**src/sv/dap_pkg.sv**
```systemverilog
// ---------------------------------------------------------------------------
// dap_pkg: shared types and constants of the decimal amount parser
// Character codes, status codes, register indexes, the record handed from
// the byte scanner to the scaling pipeline, and the power-of-ten table.
// ---------------------------------------------------------------------------
package dap_pkg;

	localparam int AmountW = 64;
	localparam int PlacesW = 5;

	localparam logic [PlacesW-1:0] PLACES_MAX = 5'd19;
	localparam logic [PlacesW-1:0] COUNT_SAT  = 5'd31;

	localparam logic [7:0] CHAR_COMMA = 8'h2C;
	localparam logic [7:0] CHAR_POINT = 8'h2E;
	localparam logic [7:0] CHAR_ZERO  = 8'h30;
	localparam logic [7:0] CHAR_NINE  = 8'h39;
	localparam logic [7:0] CHAR_SPACE = 8'h20;
	localparam logic [7:0] CHAR_TAB   = 8'h09;
	localparam logic [7:0] CHAR_CR    = 8'h0D;

	typedef enum logic [2:0] {
		ST_OK                = 3'd0,
		ST_TOO_MANY_DECIMALS = 3'd1,
		ST_EMPTY             = 3'd2,
		ST_BAD_CHAR          = 3'd3,
		ST_OVERFLOW          = 3'd4,
		ST_BELOW_MIN         = 3'd5
	} status_t;

	typedef enum logic {
		REG_DECIMAL_PLACES = 1'b0,
		REG_MINIMUM_AMOUNT = 1'b1
	} reg_index_t;

	// finished string: accumulated digits, missing power of ten, early status
	typedef struct packed {
		logic [AmountW-1:0] accum;
		logic [PlacesW-1:0] exp;
		status_t            code;
	} fin_t;

	function automatic logic [AmountW-1:0] pow10(input logic [PlacesW-1:0] e);
		logic [AmountW-1:0] r;
		case (e)
			5'd0:    r = 64'd1;
			5'd1:    r = 64'd10;
			5'd2:    r = 64'd100;
			5'd3:    r = 64'd1000;
			5'd4:    r = 64'd10000;
			5'd5:    r = 64'd100000;
			5'd6:    r = 64'd1000000;
			5'd7:    r = 64'd10000000;
			5'd8:    r = 64'd100000000;
			5'd9:    r = 64'd1000000000;
			5'd10:   r = 64'd10000000000;
			5'd11:   r = 64'd100000000000;
			5'd12:   r = 64'd1000000000000;
			5'd13:   r = 64'd10000000000000;
			5'd14:   r = 64'd100000000000000;
			5'd15:   r = 64'd1000000000000000;
			5'd16:   r = 64'd10000000000000000;
			5'd17:   r = 64'd100000000000000000;
			5'd18:   r = 64'd1000000000000000000;
			5'd19:   r = 64'd10000000000000000000;
			default: r = 64'd1;
		endcase
		return r;
	endfunction

endpackage

```
**src/sv/dap_if.sv**
```systemverilog
// ---------------------------------------------------------------------------
// dap_byte_if / dap_result_if: valid-ready channels of the amount parser
// One interface for the incoming text bytes, one for the parse results.
// ---------------------------------------------------------------------------
interface dap_byte_if;
	logic       valid;
	logic       ready;
	logic [7:0] char_code;
	logic       has_char;
	logic       last_char;

	modport source (output valid, output char_code, output has_char, output last_char,
		input ready);
	modport sink (input valid, input char_code, input has_char, input last_char,
		output ready);
endinterface


```
**src/sv/dap_scan.sv**
```systemverilog
// ---------------------------------------------------------------------------
// dap_scan: byte scanner of the amount parser
// Registers each byte, updates the per-string state in one step and, on
// the last byte, hands the finished string to the scaling pipeline.
// ---------------------------------------------------------------------------
module dap_scan (
	input  logic                           clk,
	input  logic                           arst_n,
	input  logic [dap_pkg::PlacesW-1:0]    places,
	dap_byte_if.sink                       chars,
	output logic                           fin_valid,
	input  logic                           fin_ready,
	output dap_pkg::fin_t                  fin
);
	import dap_pkg::*;

	// input register
	logic       v_s1;
	logic [7:0] char_s1;
	logic       has_s1;
	logic       last_s1;
	logic       go_s1;

	// string state
	logic [AmountW-1:0] accum_q, accum_d;
	logic               ovf_q, ovf_d;
	logic               bad_q, bad_d;
	logic               point_q, point_d;
	logic [PlacesW-1:0] flen_q, flen_d;
	logic               exc_q, exc_d;
	logic               content_q, content_d;
	logic [PlacesW-1:0] pend_q, pend_d;
	logic               nonempty_q, nonempty_d;

	logic               fin_v_q;
	fin_t               fin_q;
	fin_t               fin_d;

	function automatic logic [PlacesW-1:0] sat5(input logic [PlacesW:0] s);
		return s[PlacesW] ? COUNT_SAT : s[PlacesW-1:0];
	endfunction

	// a byte leaves s1 unless it ends a string and the handoff is full
	assign go_s1       = v_s1 && (!last_s1 || !fin_v_q || fin_ready);
	assign chars.ready = !v_s1 || go_s1;

	always_ff @(posedge clk or negedge arst_n) begin
		if (!arst_n) begin
			v_s1 <= 1'b0;
		end else if (chars.valid && chars.ready) begin
			v_s1 <= 1'b1;
		end else if (go_s1) begin
			v_s1 <= 1'b0;
		end
	end

	always_ff @(posedge clk) begin
		if (chars.valid && chars.ready) begin
			char_s1 <= chars.char_code;
			has_s1  <= chars.has_char;
			last_s1 <= chars.last_char;
		end
	end

	// next string state for the byte in s1
	always_comb begin
		logic               space;
		logic               digit;
		logic               beyond;
		logic [PlacesW-1:0] flen_mid;
		logic [PlacesW:0]   flen_sum;
		logic [PlacesW-1:0] used;
		logic [AmountW+3:0] acc10;

		accum_d    = accum_q;
		ovf_d      = ovf_q;
		bad_d      = bad_q;
		point_d    = point_q;
		flen_d     = flen_q;
		exc_d      = exc_q;
		content_d  = content_q;
		pend_d     = pend_q;
		nonempty_d = nonempty_q;

		space    = (char_s1 == CHAR_SPACE) || (char_s1 >= CHAR_TAB && char_s1 <= CHAR_CR);
		digit    = (char_s1 >= CHAR_ZERO) && (char_s1 <= CHAR_NINE);
		beyond   = 1'b0;
		flen_mid = flen_q;
		flen_sum = {1'b0, flen_q} + {1'b0, pend_q};
		acc10    = ({4'b0, accum_q} << 3) + ({4'b0, accum_q} << 1)
			+ {{AmountW{1'b0}}, char_s1[3:0] - CHAR_ZERO[3:0]};

		if (has_s1) begin
			if (space) begin
				if (content_q) begin
					pend_d = sat5({1'b0, pend_q} + 6'd1);
				end
			end else begin
				content_d = 1'b1;
				// whitespace after content and followed by more content counts as bad characters
				if (pend_q != '0) begin
					bad_d      = 1'b1;
					nonempty_d = 1'b1;
					if (point_q) begin
						if (flen_sum > {1'b0, places}) begin
							exc_d = 1'b1;
						end
						flen_mid = sat5(flen_sum);
					end
					pend_d = '0;
				end
				flen_d = flen_mid;
				if (char_s1 == CHAR_COMMA) begin
					flen_d = flen_mid;
				end else if (char_s1 == CHAR_POINT && !point_q) begin
					point_d = 1'b1;
				end else begin
					nonempty_d = 1'b1;
					if (point_q) begin
						beyond = flen_mid >= places;
						if (beyond && char_s1 != CHAR_ZERO) begin
							exc_d = 1'b1;
						end
						flen_d = sat5({1'b0, flen_mid} + 6'd1);
					end
					if (digit) begin
						if (!beyond && !ovf_q) begin
							if (acc10[AmountW+3:AmountW] != '0) begin
								ovf_d = 1'b1;
							end else begin
								accum_d = acc10[AmountW-1:0];
							end
						end
					end else begin
						bad_d = 1'b1;
					end
				end
			end
		end

		// finished string record
		used        = (flen_d < places) ? flen_d : places;
		fin_d.accum = accum_d;
		fin_d.exp   = places - used;
		if (exc_d) begin
			fin_d.code = ST_TOO_MANY_DECIMALS;
		end else if (!nonempty_d) begin
			fin_d.code = ST_EMPTY;
		end else if (bad_d) begin
			fin_d.code = ST_BAD_CHAR;
		end else if (ovf_d) begin
			fin_d.code = ST_OVERFLOW;
		end else begin
			fin_d.code = ST_OK;
		end
	end

	// string state, cleared after the last byte
	always_ff @(posedge clk or negedge arst_n) begin
		if (!arst_n) begin
			accum_q    <= '0;
			ovf_q      <= 1'b0;
			bad_q      <= 1'b0;
			point_q    <= 1'b0;
			flen_q     <= '0;
			exc_q      <= 1'b0;
			content_q  <= 1'b0;
			pend_q     <= '0;
			nonempty_q <= 1'b0;
		end else if (go_s1) begin
			if (last_s1) begin
				accum_q    <= '0;
				ovf_q      <= 1'b0;
				bad_q      <= 1'b0;
				point_q    <= 1'b0;
				flen_q     <= '0;
				exc_q      <= 1'b0;
				content_q  <= 1'b0;
				pend_q     <= '0;
				nonempty_q <= 1'b0;
			end else begin
				accum_q    <= accum_d;
				ovf_q      <= ovf_d;
				bad_q      <= bad_d;
				point_q    <= point_d;
				flen_q     <= flen_d;
				exc_q      <= exc_d;
				content_q  <= content_d;
				pend_q     <= pend_d;
				nonempty_q <= nonempty_d;
			end
		end
	end

	// handoff register to the scaling pipeline
	always_ff @(posedge clk or negedge arst_n) begin
		if (!arst_n) begin
			fin_v_q <= 1'b0;
		end else if (go_s1 && last_s1) begin
			fin_v_q <= 1'b1;
		end else if (fin_ready) begin
			fin_v_q <= 1'b0;
		end
	end

	always_ff @(posedge clk) begin
		if (go_s1 && last_s1) begin
			fin_q <= fin_d;
		end
	end

	assign fin_valid = fin_v_q;
	assign fin       = fin_q;

	// pending whitespace only counts after content
	a_pend_after_content: assert property (@(posedge clk) disable iff (!arst_n)
		pend_q != '0 |-> content_q)
		else $error("pending whitespace without content");

	// fraction positions only exist after a point
	a_flen_needs_point: assert property (@(posedge clk) disable iff (!arst_n)
		flen_q != '0 |-> point_q)
		else $error("fraction length without point");

	// a stalled handoff keeps its record
	a_fin_hold: assert property (@(posedge clk) disable iff (!arst_n)
		fin_v_q && !fin_ready |=> fin_v_q && $stable(fin_q))
		else $error("handoff record lost while stalled");

endmodule

```
**src/flat_wrapper.sv**
```systemverilog
// flat-port wrapper written by rule: the top's interface ports become plain ports
module dap_scan_flat import dap_pkg::*;
  (clk, arst_n, places, fin_valid, fin_ready, fin, chars_valid, chars_char_code, chars_has_char, chars_last_char, chars_ready);
  dap_byte_if chars_i ();
  input  logic clk;
  input  logic arst_n;
  input  logic [dap_pkg::PlacesW-1:0] places;
  output logic fin_valid;
  input  logic fin_ready;
  output dap_pkg::fin_t fin;
  input wire logic [$bits(chars_i.valid)-1:0] chars_valid;
  input wire logic [$bits(chars_i.char_code)-1:0] chars_char_code;
  input wire logic [$bits(chars_i.has_char)-1:0] chars_has_char;
  input wire logic [$bits(chars_i.last_char)-1:0] chars_last_char;
  output wire logic [$bits(chars_i.ready)-1:0] chars_ready;
  assign chars_i.valid = chars_valid;
  assign chars_i.char_code = chars_char_code;
  assign chars_i.has_char = chars_has_char;
  assign chars_i.last_char = chars_last_char;
  assign chars_ready = chars_i.ready;
  dap_scan u_core (.clk(clk), .arst_n(arst_n), .places(places), .chars(chars_i), .fin_valid(fin_valid), .fin_ready(fin_ready), .fin(fin));
endmodule
```
**config.mk**
```make
export PLATFORM = sky130hd
export DESIGN_NAME = dap_scan_flat
export DESIGN_NICKNAME = d
export VERILOG_FILES = /design/src/sv/dap_pkg.sv /design/src/sv/dap_if.sv /design/src/sv/dap_scan.sv /design/src/flat_wrapper.sv
export SDC_FILE = /design/constraint.sdc
export NUM_CORES = 1
export LEC_CHECK = 0
export BUFFER_PORTS_ARGS = -buffer_cell sky130_fd_sc_hd__buf_2
export CORE_MARGIN = 2
export CORE_UTILIZATION = 64
export CTS_CLUSTER_DIAMETER = 50
export DETAILED_ROUTE_END_ITERATION = 6
export HOLD_SLACK_MARGIN = 0.02
export PLACE_DENSITY = 0.84
export SYNTH_ARGS = -nofsm -noshare
export SYNTH_HDL_FRONTEND = slang
export SYNTH_SLANG_ARGS = --single-unit
```
**constraint.sdc**
```tcl
create_clock -name clk -period 16.3 [get_ports clk]
set_clock_uncertainty 0.2 [all_clocks]
set_input_delay 3.26 -clock clk [delete_from_list [all_inputs] [get_ports clk]]
set_output_delay 3.26 -clock clk [all_outputs]
set_load 0.005 [all_outputs]
```
* Yosys cells after proc, flatten, opt, wreduce, memory -nomap -nowiden
Index checks and enable logic that the tools add are counted.
Word-level totals: memory bits (read-only) 0, RAM bits 0, output and inout port bits 74, bits of input ports 19, word-level logic and storage cells 146, bits in registers 164, latch bits 0, memories 0
Cells by class: add/subtract/negate cells 6, divide/modulo/power cells 0, reduce and logical (&&, ||, !) cells 29, bitwise gates (word level) 1, multiply operators 0, multiplexer cells 78, shift operators 0, order comparisons 7, eq/ne operators 7
Operator list (number):
- $mux 64 | 8
- $mux 5 | 19
- $add 67x65->68 | 1
- $add 68x4->68 | 1
- $mux 1 | 48
- $eq 8x6->1 const B | 3
- $add 5x1->6 const B | 2
- $ge 8x4->1 const B | 1
- $ge 8x6->1 const B | 1
- $le 8x4->1 const B | 1
- $le 8x6->1 const B | 1
- $logic_and 1x1->1 | 8
- $ne 8x6->1 const B | 1
- $reduce_bool 2->1 | 4
- $add 5x5->6 | 1
- $gt 6x5->1 | 1
- $logic_not 1->1 | 6
- $ge 5x5->1 | 1
- $lt 5x5->1 | 1
- $reduce_and 5->1 | 1
- $reduce_bool 5->1 | 1
- $sub 5x5->5 | 1
- $logic_or 1x1->1 | 4
- $mux 2 | 2
- other kinds (9) | 10

* Depth between registers and ports, before layout
Gate-level depths: netlist (run 1).
word-level depth 23, depth in mapped cells 26, mapped depth without buffers 25

* Least setup slack after synthesis (run 1)
No wires, ideal clock.
path type input-to-output, from input fin_ready, to output chars_ready, arrival 3456 ps, required time 12840 ps, stages on the path 1, setup slack 9384 ps, buffers on the path 0, path through nand4b_1
Between the ends: longest elaborated chain between the ends 3
RTL lines:
- start: declaration | RTL line flat_wrapper.sv:9 | input logic fin_ready;
- $logic_or 1x1->1 | RTL line dap_scan.sv:44 | assign go_s1 = v_s1 && (!last_s1 || !fin_v_q || fin_ready);
- $logic_and 1x1->1 | RTL line dap_scan.sv:44
- $logic_or 1x1->1 | RTL line dap_scan.sv:45 | assign chars.ready = !v_s1 || go_s1;
- end: declaration | RTL line flat_wrapper.sv:15 | output wire logic [$bits(chars_i.ready)-1:0] chars_ready;
No other way between the ends.

* Worst setup path after layout (run 1)
Same ends and word-level chain as after synthesis.

==> summary.txt, run 1 <==
Logic synthesis
  – Ranking of synthesized cells by area: sky130_fd_sc_hd__edfxtp_1, sky130_fd_sc_hd__dfrtp_1, sky130_fd_sc_hd__ha_1
  – Most numerous cell in the Yosys netlist: sky130_fd_sc_hd__ha_1
  – Mapped Nets: 1,431
  – Sequential area share after synthesis: 37.5%
  – Yosys reg bits: 164
  – Synthesized cell area: 12,100 sq um
  – Synth area leader: sky130_fd_sc_hd__edfxtp_1
  – Avg Synthesized Cell Area: 9.60 sq um
  – Cell count after synthesis: 1,255
  – Fraction of registers with async set/reset: 50.0%
  – Synth top cells by count: sky130_fd_sc_hd__ha_1, sky130_fd_sc_hd__nand2_1, sky130_fd_sc_hd__o21ai_0
  – Warning count from the yosys run: 0
  – Count of flip-flops with a built-in enable after synthesis: 82
  – Number of library cell types mapped by synthesis: 72
  – Main synth FF type: sky130_fd_sc_hd__edfxtp_1
  – Post-synth top area share: 20.4%

Global route
  – First-pass GRT wire length: 47,300 um
  – Via count of the first global-routing pass: 9,701
  – Pin count of the biggest net entering global routing: 123
  – Gr usage total: 29.3%
  – Number of antenna violations at the first check in global routing: 0
  – Final global-route overflow total: 0

Power
  – Power density relative to cell area: 68.3 nW/um^2
  – Maximum vdd ir drop: 0.0660 mV
  – Reported leakage power: 0.00605 uW

Clock network
  – Count of clock tree sinks: 164
  – Count of buffers added by post-CTS timing repair for setup: 0
  – Clock tree from TritonCTS: built
  – Clock transition at the registers of the reported paths: 0.07 ns
  – Worst skew pair latency: 0.44 ns
  – Cell at the root of the clock tree: sky130_fd_sc_hd__clkbuf_16
  – Number of buffers created by CTS: 17
  – H-tree levels: 4
  – Number of gates resized after CTS: 0
  – Buffers from clock root to sink, at most: 2
  – Quantity of hold-fixing buffers added after cts: 0

Drt
  – Detailed-routing iteration count for the pre-antenna-repair pass: 5
  – Routed wire length: 28,500 um
  – Detailed router's first-iteration violation count: 848
  – Number of remaining DRC errors: 0
  – Vias per cell: 6.43
  – Overall via count from detail_route: 10.1k
  – Post-DR wirelength/cell: 18.2 um
  – Detail Route Antenna Nets: 0

Worst setup path
  – Worst Path Arrival: 3.74 ns
  – Critical path buffers and inverters: 2
  – Worst reg-to-reg path cell count: 22
  – Family with the most delay on the worst path: buffers and inverters
  – Most frequent cell on the critical path: sky130_fd_sc_hd__buf_2
  – Reg2reg end: u_core.fin[7]
  – Crit start category: primary input
  – Cell with the biggest individual delay on the critical path: sky130_fd_sc_hd__nand4b_1
  – Endpoint type of the worst setup path: output pin
  – Data required, critical path: 12.84 ns
  – CP Class: in -> out
  – Cells along the critical path: buf_2 > nand4b_1 > buf_2
  – Delay of the slowest cell on the worst path: 0.20 ns
  – Worst flop-to-flop path startpoint: u_core.pend_q[1]
  – R2R Setup Slk: 9.89 ns
  – Largest driver fanout on the critical path: 3
  – Beginning of the critical path: fin_ready

Floorplan
  – Vertical die dimension: 141 um
  – Die area: 19,900 sq um
  – Initial standard-cell utilization of the core: 64.9%
  – Area of the core: 18,600 sq um
  – I/O pin total: 93
  – # rows: 50
  – X dimension of the die: 141 um

Finish
  – Total number of nets in the final design: 1,497
  – Sequential cell area in the final layout: 4510 sq um
  – Share of layout cells above drive strength 1: 11.8%
  – Inserted Diodes: 0
  – Multi-input gate area in the final layout: 7160 sq um
  – Final core utilization: 71.1%
  – Area delta synth->final: 9.60%
  – Filler cell count in the final layout: 1,408

STA
  – Pins over their slew limit: 0
  – Number of hold-slack violations in the final timing report: 0
  – Timing-limited maximum frequency: 139 MHz
  – Transition at the pin with the smallest max-transition slack: 1.05 ns
  – Sum Neg Setup Slack: 0 ns
  – Setup repair after global routing missed its margin: false
  – Final cycle utilization of the critical path: 44.2%
  – Time the worst path needs with I/O delays and setup: 7.20 ns
  – Count of endpoints failing setup in the final report: 0
  – Worst slew margin relative to its limit: 30.3%

Job
  – Count of maximum capacitance violations: 0

Run status
  – Run status: finished clean

Placed design
  – Routability-driven placement congestion ratio: 0.950
  – Final HPWL from detailed placement: 20,900 um
  – Quantity of I/O buffers inserted on ports: 92

Min path
  – Start point of the worst min-delay path: u_core.content_q
  – Worst min-delay path class: reg -> reg
  – Worst hold path endpoint: u_core.content_q
  – WHS Path Cells: 2
-- worst reg2reg max path, cell delays in order, from the launching register on --
cell and delay [ns]:
sky130_fd_sc_hd__dfrtp_1 0.44, sky130_fd_sc_hd__ha_1 0.33, sky130_fd_sc_hd__a21o_1 0.18, sky130_fd_sc_hd__a21o_1 0.19
sky130_fd_sc_hd__a311oi_1 0.82, sky130_fd_sc_hd__and3_1 0.30, sky130_fd_sc_hd__nor2_1 0.10, sky130_fd_sc_hd__ha_1 0.19
sky130_fd_sc_hd__and3_1 0.19, sky130_fd_sc_hd__and3_1 0.19, sky130_fd_sc_hd__o31ai_1 0.58, sky130_fd_sc_hd__ha_1 0.38
sky130_fd_sc_hd__a21o_1 0.20, sky130_fd_sc_hd__a21oi_1 0.14, sky130_fd_sc_hd__o31ai_1 0.08, sky130_fd_sc_hd__a21o_1 0.28
sky130_fd_sc_hd__mux2_2 0.30, sky130_fd_sc_hd__ha_1 0.22, sky130_fd_sc_hd__fa_1 0.42, sky130_fd_sc_hd__inv_1 0.08
sky130_fd_sc_hd__a21o_1 0.10, sky130_fd_sc_hd__a21oi_1 0.07, sky130_fd_sc_hd__xor2_1 0.16
-- cells by family after synthesis --
family,count (synthesis),synth area share [%]
AOI/OAI and AO/OA,426,23.4
xor gates and xnor gates,69,5.02
adders and majority gates,157,16.6
buffers and inverters,92,3.30
DFF,164,37.5
muxes,13,1.17
and+or+nand+nor,334,13.1
-- cell usage in the layout, fill, tap and decap left out, types with 17 or more instances in the layout --
master / count
sky130_fd_sc_hd__nor2_1: 69
sky130_fd_sc_hd__inv_1: 41
sky130_fd_sc_hd__nand4_1: 25
sky130_fd_sc_hd__a21o_1: 21
sky130_fd_sc_hd__xnor2_1: 38
sky130_fd_sc_hd__edfxtp_1: 82
sky130_fd_sc_hd__a21oi_1: 104
sky130_fd_sc_hd__clkbuf_16: 17
sky130_fd_sc_hd__o21ai_0: 118
sky130_fd_sc_hd__dfrtp_1: 82
sky130_fd_sc_hd__o2bb2ai_1: 56
sky130_fd_sc_hd__xor2_1: 31
sky130_fd_sc_hd__nand2_1: 141
sky130_fd_sc_hd__ha_1: 153
sky130_fd_sc_hd__buf_2: 91
-- where the power goes --
part	leakage [uW]	internal (uW)	switching [uW]	total (uW)
sequential	0.00197	446	5.25	451
clock	0.000285	218	185	402
combinational	0.00380	16.1	32.8	48.9
-- state kept, by name, summed over array words and instances, names as in the netlist, 5 cells and up --
name	flops
u_core.accum_q	64
u_core.char_s1	8
u_core.fin	72
u_core.flen_q	5
u_core.pend_q	5
-- per-layer routing --
| layer | routed length (um) | vias to the layer above | global-route usage [%] |
|---|---|---|---|
| li1 | - | 4882 | - |
| met5 | 0 | - | 0 |
| met1 | 12500 | 4769 | 39.2 |
| met4 | 779 | 0 | 11.2 |
| met3 | 1810 | 64 | 5.50 |
| met2 | 13400 | 363 | 47.5 |
-- final cells by class --
class	instances	share of cell area (%)
Clock buffer	18	3.25
Sequential cell	164	34.2
Multi-Input combinational cell	999	54.2
Tap cell	234	2.22
Timing Repair Buffer	97	3.79
Inverter	42	1.19
Clock inverter	14	1.19
-- how the worst max path moves through the flow --
stage,to,slack (ns),cells past startpoint
4_1_cts,chars_ready,9.10,3
2_1_floorplan,chars_ready,9.38,1
5_1_grt,chars_ready,9.07,3
6_report,chars_ready,9.10,3
3_3_place_gp,chars_ready,9.13,3
3_5_place_dp,chars_ready,9.11,3
-- per-stage QoR --
step	instances	total power, uW	instance area, sq um	setup WS [ns]	hold slack, ns
6_report	1568	903	13200	9.10	0.315
5_1_grt	1568	930	13200	9.07	0.363
4_1_cts	1568	906	13200	9.10	0.312
3_5_place_dp	1536	509	12600	9.11	0.300
3_3_place_gp	1536	507	12600	9.13	0.291
2_1_floorplan	1255	488	12100	9.38	0.267
Note: power is estimated with default switching activity, not from simulation.
==> inputs of run 2 (changes only) <==
- CORE_UTILIZATION: 64 -> 56
- PLACE_DENSITY: 0.84 -> 0.78
- clock period: 16.3 -> 5.9 ns (I/O delays scaled with it)
==> run 2 against run 1 <==
Sequential power grew to 2.8 times the previous value. Core utilization decreased by 7.7 points. Non-clock buffer count up 9.
==> summary.txt, run 2 (synthesis results as in run 1) <==
STA
  – Pins over their slew limit: 0
  – Worst setup margin: 0.345 ns
  – Count of endpoints failing setup in the final report: 0
  – Transition at the pin with the smallest max-transition slack: 1.11 ns
  – Timing-limited maximum frequency: 180 MHz
  – Number of hold-slack violations in the final timing report: 0
  – Worst slew margin relative to its limit: 26.3%
  – Hold Worst Slack: 0.310 ns
  – Final cycle utilization of the critical path: 94.1%
  – Setup repair after global routing missed its margin: false
  – Time the worst path needs with I/O delays and setup: 5.55 ns
  – Sum Neg Setup Slack: 0 ns

Floorplan
  – Vertical die dimension: 151 um
  – Initial standard-cell utilization of the core: 57.1%
  – I/O pin total: 93
  – Area of the core: 21,100 sq um
  – Die area: 22,700 sq um
  – X dimension of the die: 151 um
  – # rows: 53

Placed design
  – Placement Setup Slack: 0.182 ns
  – Routability-driven placement congestion ratio: 0.946
  – Final HPWL from detailed placement: 21,500 um
  – Cell count after placement: 1,586
  – Quantity of I/O buffers inserted on ports: 92

Global route
  – Via count of the first global-routing pass: 9,779
  – First-pass GRT wire length: 48,400 um
  – Final global-route overflow total: 0
  – Pin count of the biggest net entering global routing: 122
  – Gr usage total: 26.7%
  – Number of antenna violations at the first check in global routing: 0

Power
  – Reported leakage power: 0.00611 uW
  – Maximum vdd ir drop: 0.158 mV
  – Power density relative to cell area: 189 nW/um^2

Clock network
  – Count of buffers added by post-CTS timing repair for setup: 0
  – Count of clock tree sinks: 164
  – Number of buffers created by CTS: 17
  – Buffers from clock root to sink, at most: 2
  – Clock transition at the registers of the reported paths: 0.08 ns
  – Quantity of hold-fixing buffers added after cts: 0
  – Number of gates resized after CTS: 0
  – H-tree levels: 4
  – Clock tree from TritonCTS: built
  – Worst skew pair latency: 0.45 ns
  – Cell at the root of the clock tree: sky130_fd_sc_hd__clkbuf_16

Drt
  – Detail Route Antenna Nets: 0
  – Number of remaining DRC errors: 0
  – Routed length on met1: 13,400 um
  – Detailed router's first-iteration violation count: 659
  – Routed wire length: 29,400 um
  – Overall via count from detail_route: 10.1k
  – Uppermost metal layer occupied by signal nets: met4
  – Post-DR wirelength/cell: 18.1 um
  – DR WL met2: 13,900 um
  – Vias per cell: 6.26
  – Detailed route wirelength on metal3: 1420 um
  – Detailed-routing iteration count for the pre-antenna-repair pass: 6

Worst setup path
  – Data required, critical path: 5.89 ns
  – Crit start category: flop
  – Largest driver fanout on the critical path: 6
  – Worst Path Arrival: 5.54 ns
  – Endpoint type of the worst setup path: flop
  – CP Class: reg -> reg

Finish
  – Filler cell count in the final layout: 1,773
  – Share of layout cells above drive strength 1: 12.7%
  – Number of flip-flops under the largest register name: 72
  – Inserted Diodes: 0
  – Final cell count without fillers: 1,618
  – Sequential cell area in the final layout: 4510 sq um
  – Leading cell types in the layout, fill and taps excluded: sky130_fd_sc_hd__ha_1, sky130_fd_sc_hd__nand2_1, sky130_fd_sc_hd__o21ai_0, sky130_fd_sc_hd__a21oi_1, sky130_fd_sc_hd__buf_2
  – Area delta synth->final: 11.0%
  – Multi-input gate area in the final layout: 7180 sq um
  – Total number of nets in the final design: 1,506
  – Most common library cell in the layout ignoring fill and taps: sky130_fd_sc_hd__ha_1

Min path
  – Worst min-delay path class: reg -> reg

Job
  – Count of maximum capacitance violations: 0

Run status
  – Run status: finished clean
-- run 2: metal layers --
metal | up-vias | GRT usage, %
met5 | - | 0
met4 | 0 | 8.64
met3 | 53 | 4.06
met1 | 4869 | 35.8
met2 | 314 | 44.4
li1 | 4900 | -
-- run 2: power by group --
group	internal, uW	switching, uW
sequential	1230	14.9
clock	576	569
combinational	44.6	92.5
-- run 2: path summary, 6_finish.rpt --
check                                 start            endpoint  slack (ns)  cells past startpoint
min in group asynchronous            arst_n    u_core.flen_q[0]        0.36                      1
setup reg to reg           u_core.pend_q[1]       u_core.fin[7]        0.35                     23
max in group asynchronous            arst_n  u_core.accum_q[20]        3.89                      2
setup / recovery           u_core.pend_q[1]       u_core.fin[7]        0.35                     23
hold reg to reg            u_core.content_q    u_core.content_q        0.31                      2
hold / removal             u_core.content_q    u_core.content_q        0.31                      2
-- run 2: per-stage QoR --
stage,power [uW],area [sq um],util [%]
2_1_floorplan,1350,12100,-
3_3_place_gp,1410,12700,60.4
3_5_place_dp,1410,12700,60.4
4_1_cts,2540,13400,63.3
5_1_grt,2610,13400,63.4
6_report,2530,13400,63.4
-- run 2: worst max-delay path: stages (launching register included) --
cell                       delay (ns)
sky130_fd_sc_hd__dfrtp_1         0.45
sky130_fd_sc_hd__ha_1            0.32
sky130_fd_sc_hd__a21o_1          0.18
sky130_fd_sc_hd__a21o_1          0.19
sky130_fd_sc_hd__a311oi_1        0.27
sky130_fd_sc_hd__buf_4           0.18
sky130_fd_sc_hd__and3_1          0.24
sky130_fd_sc_hd__nor2_1          0.11
sky130_fd_sc_hd__ha_1            0.19
sky130_fd_sc_hd__and3_1          0.19
sky130_fd_sc_hd__and3_1          0.20
sky130_fd_sc_hd__o31ai_2         0.26
sky130_fd_sc_hd__ha_1            0.30
sky130_fd_sc_hd__a21o_1          0.18
sky130_fd_sc_hd__a21oi_1         0.14
sky130_fd_sc_hd__o31ai_1         0.09
sky130_fd_sc_hd__a21o_1          0.28
sky130_fd_sc_hd__mux2_2          0.31
sky130_fd_sc_hd__ha_1            0.21
sky130_fd_sc_hd__fa_1            0.40
sky130_fd_sc_hd__inv_1           0.07
sky130_fd_sc_hd__a21o_1          0.10
sky130_fd_sc_hd__a21oi_1         0.06
sky130_fd_sc_hd__xor2_1          0.16
-- run 2: layout make-up --
type,count,area share (%)
Multi-Input combinational cell,999,53.7
Sequential cell,164,33.8
Timing Repair Buffer,106,4.25
Clock buffer,17,3.18
Tap cell,275,2.57
Clock inverter,15,1.39
Inverter,42,1.18
